**src/rtl/pvc_pkg.sv**
```systemverilog
package pvc_pkg;

  localparam int MaxTerms     = 8;
  localparam int PositionBits = 32;
  localparam int FieldBits    = 64;
  localparam int SlopBits     = 32;
  localparam int CfgDataBits  = 64;
  localparam int CfgIdxBits   = 3;

  localparam logic [CfgIdxBits-1:0] CFG_IN_ORDER     = 3'd0;
  localparam logic [CfgIdxBits-1:0] CFG_COMPAT_MODE  = 3'd1;
  localparam logic [CfgIdxBits-1:0] CFG_SLOP_ENABLED = 3'd2;
  localparam logic [CfgIdxBits-1:0] CFG_SLOP_LIMIT   = 3'd3;
  localparam logic [CfgIdxBits-1:0] CFG_QUERY_FIELDS = 3'd4;

  localparam logic [1:0] OUT_MATCH = 2'd0;
  localparam logic [1:0] OUT_ORDER = 2'd1;
  localparam logic [1:0] OUT_SLOP  = 2'd2;
  localparam logic [1:0] OUT_FIELD = 2'd3;

  typedef enum logic [2:0] {
    ST_LOAD,
    ST_SORT,
    ST_ORDER,
    ST_SLOP,
    ST_FIELD,
    ST_DONE
  } state_t;

  // controller -> datapath
  typedef struct packed {
    logic load;
    logic sort_init;
    logic sort_step;
    logic walk_init;
    logic order_step;
    logic slop_step;
    logic field_step;
    logic emit;
  } dp_cmd_t;

  // datapath -> controller
  typedef struct packed {
    logic sort_done;
    logic walk_done;
    logic violation;
  } dp_status_t;

endpackage

```
**src/rtl/pvc_ctrl.sv**
```systemverilog
module pvc_ctrl (
  input  logic               clk,
  input  logic               rst,
  input  logic               start,
  input  logic               last_term,
  input  logic               keep_order,
  input  logic               slop_enabled,
  output logic               busy,
  output pvc_pkg::dp_cmd_t   cmd,
  input  pvc_pkg::dp_status_t status
);
  import pvc_pkg::*;

  state_t state, state_next;

  always_ff @(posedge clk) begin
    if (rst) begin
      state <= ST_LOAD;
    end else begin
      state <= state_next;
    end
  end

  always_comb begin
    state_next = state;
    unique case (state)
      ST_LOAD: begin
        if (start && last_term) begin
          state_next = keep_order ? ST_ORDER : ST_SORT;
        end
      end
      ST_SORT: begin
        if (status.sort_done) begin
          state_next = ST_ORDER;
        end
      end
      ST_ORDER: begin
        if (status.violation) begin
          state_next = ST_DONE;
        end else if (status.walk_done) begin
          state_next = slop_enabled ? ST_SLOP : ST_FIELD;
        end
      end
      ST_SLOP: begin
        if (status.violation) begin
          state_next = ST_DONE;
        end else if (status.walk_done) begin
          state_next = ST_FIELD;
        end
      end
      ST_FIELD: begin
        if (status.violation || status.walk_done) begin
          state_next = ST_DONE;
        end
      end
      ST_DONE: state_next = ST_LOAD;
      default: state_next = ST_LOAD;
    endcase
  end

  always_comb begin
    cmd  = '0;
    busy = 1'b1;
    unique case (state)
      ST_LOAD: begin
        busy          = 1'b0;
        cmd.load      = start;
        cmd.sort_init = start && last_term;
        cmd.walk_init = start && last_term;
      end
      ST_SORT: begin
        cmd.sort_step = 1'b1;
        cmd.walk_init = status.sort_done;
      end
      ST_ORDER: begin
        cmd.order_step = 1'b1;
        cmd.walk_init  = status.walk_done;
      end
      ST_SLOP: begin
        cmd.slop_step = 1'b1;
        cmd.walk_init = status.walk_done;
      end
      ST_FIELD: cmd.field_step = 1'b1;
      ST_DONE:  cmd.emit       = 1'b1;
      default:  cmd            = '0;
    endcase
  end

endmodule

```
**src/rtl/pvc_datapath.sv**
```systemverilog
module pvc_datapath #(
  parameter int MAX_TERMS     = pvc_pkg::MaxTerms,
  parameter int POSITION_BITS = pvc_pkg::PositionBits,
  parameter int FIELD_BITS    = pvc_pkg::FieldBits
) (
  input  logic                     clk,
  input  logic                     rst,
  input  pvc_pkg::dp_cmd_t         cmd,
  output pvc_pkg::dp_status_t      status,
  input  logic [POSITION_BITS-1:0] term_start,
  input  logic [POSITION_BITS-1:0] term_end,
  input  logic [FIELD_BITS-1:0]    term_fields,
  input  logic                     keep_order,
  input  logic                     compat_mode,
  input  logic [pvc_pkg::SlopBits-1:0] slop_limit,
  input  logic [FIELD_BITS-1:0]    query_fields,
  output logic                     done,
  output logic [1:0]               outcome,
  output logic [2:0]               advance_index,
  output logic                     seek_valid,
  output logic [POSITION_BITS-1:0] seek_pos,
  output logic [POSITION_BITS-1:0] match_start,
  output logic [POSITION_BITS-1:0] match_end,
  output logic [FIELD_BITS-1:0]    match_fields
);
  import pvc_pkg::*;

  localparam int IdxBits = (MAX_TERMS > 1) ? $clog2(MAX_TERMS) : 1;
  localparam int CntBits = $clog2(MAX_TERMS + 1);

  logic [POSITION_BITS-1:0] start_store [MAX_TERMS];
  logic [POSITION_BITS-1:0] end_store   [MAX_TERMS];
  logic [FIELD_BITS-1:0]    field_store [MAX_TERMS];
  logic [IdxBits-1:0]       sorted_order [MAX_TERMS];
  logic [IdxBits-1:0]       sorted_order_next [MAX_TERMS];
  logic [CntBits-1:0]       term_count;
  logic [CntBits-1:0]       n;
  logic [CntBits-1:0]       pos;
  logic                     swapped;
  logic [SlopBits-1:0]      slop;
  logic [FIELD_BITS-1:0]    mask;
  logic [FIELD_BITS-1:0]    fields_and;
  logic                     ordered;
  logic                     compat;

  logic [IdxBits-1:0]       ia, ib, head_idx, last_idx;
  logic [POSITION_BITS-1:0] sa, sb, ea, tgt;
  logic                     bad;
  logic [POSITION_BITS:0]   gap;
  logic [SlopBits:0]        slop_sum;
  logic [FIELD_BITS-1:0]    mask_next;
  logic                     more;
  logic                     sort_swap [MAX_TERMS];
  logic                     any_swap;

  assign ordered = keep_order;
  assign compat  = keep_order && compat_mode;
  assign more    = (CntBits'(pos + 1'b1) < n);

  assign ia = ordered ? pos[IdxBits-1:0] : sorted_order[pos[IdxBits-1:0]];
  assign ib = ordered ? IdxBits'(pos + 1'b1)
                      : sorted_order[IdxBits'(pos + 1'b1)];
  assign sa = start_store[ia];
  assign sb = start_store[ib];
  assign ea = end_store[ia];
  assign bad = compat ? (sa > sb) : (ea >= sb);
  assign tgt = compat ? sa : ea;
  assign gap = ({1'b0, sb} > ({1'b0, sa} + 1'b1))
             ? ({1'b0, sb} - {1'b0, sa} - 1'b1) : '0;
  assign slop_sum = {1'b0, slop} + (SlopBits + 1)'(gap);
  assign mask_next = mask & field_store[pos[IdxBits-1:0]];
  assign head_idx = ordered ? '0 : sorted_order[0];
  assign last_idx  = ordered ? IdxBits'(n - 1'b1) : sorted_order[IdxBits'(n - 1'b1)];

  // odd-even transposition sort, stable: swap only on strictly greater
  always_comb begin
    for (int k = 0; k < MAX_TERMS; k++) begin
      sorted_order_next[k] = sorted_order[k];
      sort_swap[k] = 1'b0;
    end
    for (int k = 0; k + 1 < MAX_TERMS; k++) begin
      if ((k[0] == pos[0]) && (CntBits'(k + 1) < n) &&
          (start_store[sorted_order[k]] > start_store[sorted_order[k + 1]])) begin
        sorted_order_next[k]     = sorted_order[k + 1];
        sorted_order_next[k + 1] = sorted_order[k];
        sort_swap[k] = 1'b1;
      end
    end
    any_swap = 1'b0;
    for (int k = 0; k < MAX_TERMS; k++) begin
      any_swap = any_swap | sort_swap[k];
    end
  end

  always_comb begin
    status = '0;
    status.sort_done  = (pos[0] == 1'b1) && !any_swap && !swapped;
    status.walk_done  = cmd.field_step ? !(CntBits'(pos + 1'b1) < n) : !more;
    status.violation  = (cmd.order_step && more && bad) ||
                        (cmd.slop_step && !more && (slop > slop_limit)) ||
                        (cmd.field_step && (mask_next == '0));
  end

  always_ff @(posedge clk) begin
    if (rst) begin
      term_count <= '0;
      done       <= 1'b0;
    end else begin
      done <= 1'b0;
      if (cmd.load) begin
        if (term_count < CntBits'(MAX_TERMS)) begin
          start_store[term_count[IdxBits-1:0]] <= term_start;
          end_store[term_count[IdxBits-1:0]]   <= term_end;
          field_store[term_count[IdxBits-1:0]] <= term_fields;
        end
        if (cmd.sort_init) begin
          n <= (term_count < CntBits'(MAX_TERMS)) ? CntBits'(term_count + 1'b1)
                                                 : term_count;
          term_count <= '0;
        end else if (term_count < CntBits'(MAX_TERMS)) begin
          term_count <= CntBits'(term_count + 1'b1);
        end
      end
      if (cmd.sort_init) begin
        for (int k = 0; k < MAX_TERMS; k++) begin
          sorted_order[k] <= IdxBits'(k);
        end
        pos        <= '0;
        swapped    <= 1'b1;
        outcome    <= OUT_MATCH;
        seek_valid <= 1'b0;
        seek_pos   <= '0;
        slop       <= '0;
        mask       <= query_fields;
        fields_and <= '1;
      end
      if (cmd.sort_step) begin
        sorted_order <= sorted_order_next;
        if (!cmd.walk_init) begin
          pos[0] <= ~pos[0];
        end
        // a pass pair is clean only when both phases swap nothing
        swapped <= (pos[0] == 1'b0) ? any_swap : 1'b0;
      end
      if (cmd.walk_init && !cmd.sort_init) begin
        pos <= '0;
      end
      if (cmd.order_step && more) begin
        if (bad) begin
          outcome       <= OUT_ORDER;
          advance_index <= 3'(ib);
          seek_valid    <= (tgt > sb);
          seek_pos      <= (tgt > sb) ? tgt : '0;
        end else begin
          pos <= CntBits'(pos + 1'b1);
        end
      end
      if (cmd.slop_step) begin
        if (more) begin
          slop <= slop_sum[SlopBits] ? '1 : slop_sum[SlopBits-1:0];
          pos  <= CntBits'(pos + 1'b1);
        end else if (slop > slop_limit) begin
          outcome       <= OUT_SLOP;
          advance_index <= 3'(head_idx);
        end
      end
      if (cmd.field_step) begin
        mask       <= mask_next;
        fields_and <= fields_and & field_store[pos[IdxBits-1:0]];
        pos        <= CntBits'(pos + 1'b1);
        if (mask_next == '0) begin
          outcome       <= OUT_FIELD;
          advance_index <= 3'(pos);
        end
      end
      if (cmd.emit) begin
        done <= 1'b1;
        if (outcome == OUT_MATCH) begin
          advance_index <= 3'(head_idx);
          match_start   <= start_store[head_idx];
          match_end     <= end_store[last_idx];
          match_fields  <= fields_and;
        end else begin
          match_start  <= '0;
          match_end    <= '0;
          match_fields <= '0;
        end
      end
    end
  end

endmodule

```
**src/rtl/proximity_violation_check.sv**
```systemverilog
// proximity_violation_check: proximity match test over one combination of terms.
// Throughput: one term word per cycle while loading; busy stays high from the
// last term word of a combination until done, then the next word may enter.
// Sequence: after the last term word the controller sorts (unordered only), walks the
// terms for order, then for slop (skipped when disabled), then for fields, and then
// raises done; a violation cuts the walks short. The receiver
// cannot stall. Reset clears the term count, the controller and the config.
module proximity_violation_check #(
  parameter int MAX_TERMS     = pvc_pkg::MaxTerms,
  parameter int POSITION_BITS = pvc_pkg::PositionBits,
  parameter int FIELD_BITS    = pvc_pkg::FieldBits
) (
  input  logic                     clk,
  input  logic                     rst,
  // command channel
  input  logic                     start,
  output logic                     busy,
  input  logic [POSITION_BITS-1:0] term_start,
  input  logic [POSITION_BITS-1:0] term_end,
  input  logic [FIELD_BITS-1:0]    term_fields,
  input  logic                     last_term,
  // config write port
  input  logic                     cfg_we,
  input  logic [pvc_pkg::CfgIdxBits-1:0]  cfg_index,
  input  logic [pvc_pkg::CfgDataBits-1:0] cfg_data,
  // result word
  output logic                     done,
  output logic [1:0]               outcome,
  output logic [2:0]               advance_index,
  output logic                     seek_valid,
  output logic [POSITION_BITS-1:0] seek_pos,
  output logic [POSITION_BITS-1:0] match_start,
  output logic [POSITION_BITS-1:0] match_end,
  output logic [FIELD_BITS-1:0]    match_fields
);
  import pvc_pkg::*;

  logic                  keep_order;
  logic                  compat_mode;
  logic                  slop_enabled;
  logic [SlopBits-1:0]   slop_limit;
  logic [FIELD_BITS-1:0] query_fields;
  dp_cmd_t               cmd;
  dp_status_t            status;

  // configuration registers
  always_ff @(posedge clk) begin
    if (rst) begin
      keep_order   <= 1'b0;
      compat_mode  <= 1'b0;
      slop_enabled <= 1'b0;
      slop_limit   <= '0;
      query_fields <= '1;
    end else if (cfg_we) begin
      unique case (cfg_index)
        CFG_IN_ORDER:     keep_order   <= cfg_data[0];
        CFG_COMPAT_MODE:  compat_mode  <= cfg_data[0];
        CFG_SLOP_ENABLED: slop_enabled <= cfg_data[0];
        CFG_SLOP_LIMIT:   slop_limit   <= cfg_data[SlopBits-1:0];
        CFG_QUERY_FIELDS: query_fields <= cfg_data[FIELD_BITS-1:0];
        default: ;
      endcase
    end
  end

  pvc_ctrl u_ctrl (
    .clk          (clk),
    .rst          (rst),
    .start        (start),
    .last_term    (last_term),
    .keep_order   (keep_order),
    .slop_enabled (slop_enabled),
    .busy         (busy),
    .cmd          (cmd),
    .status       (status)
  );

  pvc_datapath #(
    .MAX_TERMS     (MAX_TERMS),
    .POSITION_BITS (POSITION_BITS),
    .FIELD_BITS    (FIELD_BITS)
  ) u_dp (
    .clk           (clk),
    .rst           (rst),
    .cmd           (cmd),
    .status        (status),
    .term_start    (term_start),
    .term_end      (term_end),
    .term_fields   (term_fields),
    .keep_order    (keep_order),
    .compat_mode   (compat_mode),
    .slop_limit    (slop_limit),
    .query_fields  (query_fields),
    .done          (done),
    .outcome       (outcome),
    .advance_index (advance_index),
    .seek_valid    (seek_valid),
    .seek_pos      (seek_pos),
    .match_start   (match_start),
    .match_end     (match_end),
    .match_fields  (match_fields)
  );

endmodule
```
**config.mk**
```make
export PLATFORM = sky130hd
export DESIGN_NAME = proximity_violation_check
export DESIGN_NICKNAME = d
export VERILOG_FILES = /design/src/rtl/pvc_pkg.sv /design/src/rtl/pvc_ctrl.sv /design/src/rtl/pvc_datapath.sv /design/src/rtl/proximity_violation_check.sv
export SDC_FILE = /design/constraint.sdc
export NUM_CORES = 2
export LEC_CHECK = 0
export BUFFER_PORTS_ARGS = -buffer_cell sky130_fd_sc_hd__buf_2
export CAP_MARGIN = 20
export CORE_ASPECT_RATIO = 1.25
export CORE_MARGIN = 3
export CORE_UTILIZATION = 40
export CTS_CLUSTER_SIZE = 25
export DETAILED_ROUTE_END_ITERATION = 12
export PLACE_DENSITY_LB_ADDON = 0.08
export SYNTH_ARGS = -nofsm -noshare
export SYNTH_HDL_FRONTEND = slang
export SYNTH_SLANG_ARGS = --single-unit
```
**constraint.sdc**
```tcl
create_clock -name clk -period 17.5 [get_ports clk]
set_input_delay 5.25 -clock clk [delete_from_list [all_inputs] [get_ports clk]]
set_output_delay 5.25 -clock clk [all_outputs]
set_load 0.03 [all_outputs]
```
==> flow_summary.toml <==
[outcome]
outcome = "completed"

[die]
core-area_sq_um = 240000
io-pin-count = 368
chipWidth_um = 446
initial_core_util_pct = 40.3
dieHeight_um = 556
die_area_sq_um = 248000
rows = 201

[clock_network]
numCtsBuffers = 171
cts_resized = 0
postCtsSetupBuffers = 0
clkTransAtPathRegs_ns = 0.07
cts_buffer_depth = 4
cts-root-buf = "clkbuf_16"
cts_hold_buf = 0
htreeDepth = 4
cts_tree = "built"
clock-sinks = 1517
clk_latency_ns = 0.86

[global_routing]
overflow = 0
grt_pass1_wl_mm = 517
grt_pass1_vias = 71000
antenna_found_initial = 64
grt_usage_pct = 28.6
grt_max_degree = 96

[timing]
worst_slew_pin_slew_ns = 1.14
drv_slew = 0
fin_tns_setup_ns = 0
period_share_pct = 73.8
finalHoldViolations = 0
fin_crit_ns = 12.91
fmax_ghz = 0.0775
worst_clock_skew_ns = 0.0696
rsz0062_at_grt = "no"
slew_headroom_pct = 23.7
finalSetupViolCount = 0

[routing]
drt-pass1-iter-count = 5
vias_per_cell = 6.28
postRouteAntennaNets = 0
drc_errors = 0
num_vias = 70800
avgRoutedWirePerCell_um = 31.9
drtIter0Drc = 6562
routed_wl_mm = 361

[logic_synthesis]
synth_cells = 8081
yosys_warnings = 0
synth_mux_area_share_pct = 24.0
synthXorXnorAreaFrac_pct = 0.788
yosys.area_share.simple_pct = 10.5
synth_top_family_by_area = "multiplexers"
synth_edf_count = 1383
syn_area_per_cell_sq_um = 12.0
synth-async-reset-ratio_pct = 0
yosys-top-cells-area = "edfxtp_1, mux4_2, ha_1"
ys_types = 93
syn_nets = 8740
synth_common_cells = "edfxtp_1, nand2_1, mux4_2, clkbuf_1, mux2i_1"
yosys.area.top_type = "edfxtp_1"
synth.most_common_cell = "edfxtp_1"
netlist_area_sq_um = 96700
synth_compound_area_share_pct = 8.44
ys.flop_type = "edfxtp_1"
yosysSeqAreaShare_pct = 45.7
yosysTopAreaCellShare_pct = 42.9
ys_ff_latch = 1517
synthAdderAreaFrac_pct = 5.95

[worst_setup_path]
worstSetupEndpointType = "flop"
cpPeakStageDelay_ns = 0.88
crit_fanout = 64
startpoint_type = "flop"
critPathArrivalTime_ns = 13.43
worstSetupPathType = "reg -> reg"
crit_slowest_cell = "edfxtp_1"
worstPathRequired_ns = 18.02
cpMostUsedCell = "buf_4"

[finish]
synthToLayoutAreaGrowth_pct = 10.1
drive_gt1_share_pct = 23.1
utilization_pct = 44.3
nFillCells = 22100
nNetsFinal = 8650

[place]
port_buffers = 367
dp_hpwl_mm = 243
place_congestion = 0.948

[job]
cap_violations = 0

[hold_path]
hold_class = "reg -> reg"
[final cells by class]
| cell class | instances | area (sq um) | area share, % |
|---|---|---|---|
| Clock inverter | 76 | 845 | 0.793 |
| Antenna cell | 22 | 55.1 | 0.0517 |
| Multi-Input combinational cell | 5434 | 48300 | 45.4 |
| Clock buffer | 227 | 4630 | 4.35 |
| Inverter | 338 | 1270 | 1.20 |
| Sequential cell | 1517 | 44300 | 41.6 |
| Tap cell | 3146 | 3940 | 3.70 |
| Timing Repair Buffer | 529 | 3130 | 2.94 |
[layout by cell type, fill, tap and decap left out, types with 32 or more instances in the layout]
cell type  instances
a2111oi_0         59
a211oi_1          45
a21o_1            89
a21oi_1          317
a22o_1            32
a31oi_1           32
and2_1            76
and3_1           107
buf_2            368
buf_4            154
clkbuf_1          45
clkbuf_16        174
dfxtp_1          106
edfxtp_1        1383
ha_1             457
inv_1            336
mux2_2           313
mux2i_1          472
mux4_2           666
nand2_1         1055
nand3_1          391
nand4_1           95
nor2_1           290
nor3_1            52
o211ai_1          94
o21ai_0          208
o221ai_1          40
o22ai_1           42
o31ai_1           44
xnor2_1           61
[through the flow]
step | cell area, sq um | cells | setup slack [ns] | hold WS, ns
final | 106000 | 11300 | 4.59 | 0.455
after global routing | 106000 | 11300 | 3.81 | 0.472
after CTS | 106000 | 11300 | 4.74 | 0.457
after detailed placement | 101000 | 11000 | 4.76 | 0.448
after global placement | 101000 | 11000 | 4.86 | 0.446
after floorplan | 96700 | 8081 | 1.73 | 0.436
[flip-flops by register name, indices dropped and copies added, names as in the netlist, 3 cells and up, named ones only]
| signal | count |
|---|---|
| u_dp.match_start | 32 |
| u_dp.slop | 32 |
| u_dp.field_store | 512 |
| u_dp.match_fields | 64 |
| u_dp.sorted_order | 24 |
| u_dp.seek_pos | 32 |
| slop_limit | 32 |
| query_fields | 64 |
| u_dp.term_count | 4 |
| u_dp.advance_index | 3 |
| u_dp.n | 4 |
| u_dp.end_store | 256 |
| u_dp.match_end | 32 |
| u_ctrl.state | 3 |
| u_dp.mask | 64 |
| u_dp.pos | 4 |
| u_dp.start_store | 256 |
| u_dp.fields_and | 64 |
[logic make-up after synthesis]
family          Yosys count
buf+inv                1130
simple gates           2227
compound gates         1210
flops                  1517
xor+xnor                 87
mux                    1451
fa+ha+maj               459
[metal layers]
layer / global-route usage (%) / share of wire, %
met4: 14.3 / 5.8
met2: 47.9 / 48
met1: 34.8 / 38
met5: 0 / 0.097
met3: 6.01 / 7.6
[worst max-delay path, delay by kind of cell, from the launching register on]
| family | cells | cell delay [ns] |
|---|---|---|
| buffers and inverters | 6 | 2.65 |
| AOI/OAI and AO/OA | 13 | 3.93 |
| and+or+nand+nor | 10 | 2.73 |
| DFF | 1 | 0.88 |
| muxes | 4 | 1.00 |
| xor gates and xnor gates | 1 | 0.17 |
| adders and majority gates | 3 | 1.13 |
[final timing paths]
check / from / endpoint / slack, ns / cells past startpoint
setup / recovery: u_dp.pos[1] / u_dp.slop[2] / 4.59 / 37
hold / removal: slop_limit[11] / slop_limit[11] / 0.45 / 2
setup reg to reg: u_dp.pos[1] / u_dp.slop[2] / 4.59 / 37
hold reg to reg: slop_limit[11] / slop_limit[11] / 0.45 / 2
Power is left out: the tool's default activity adds up to more than one toggle a clock period on the data nets, which glitch-free logic cannot reach.
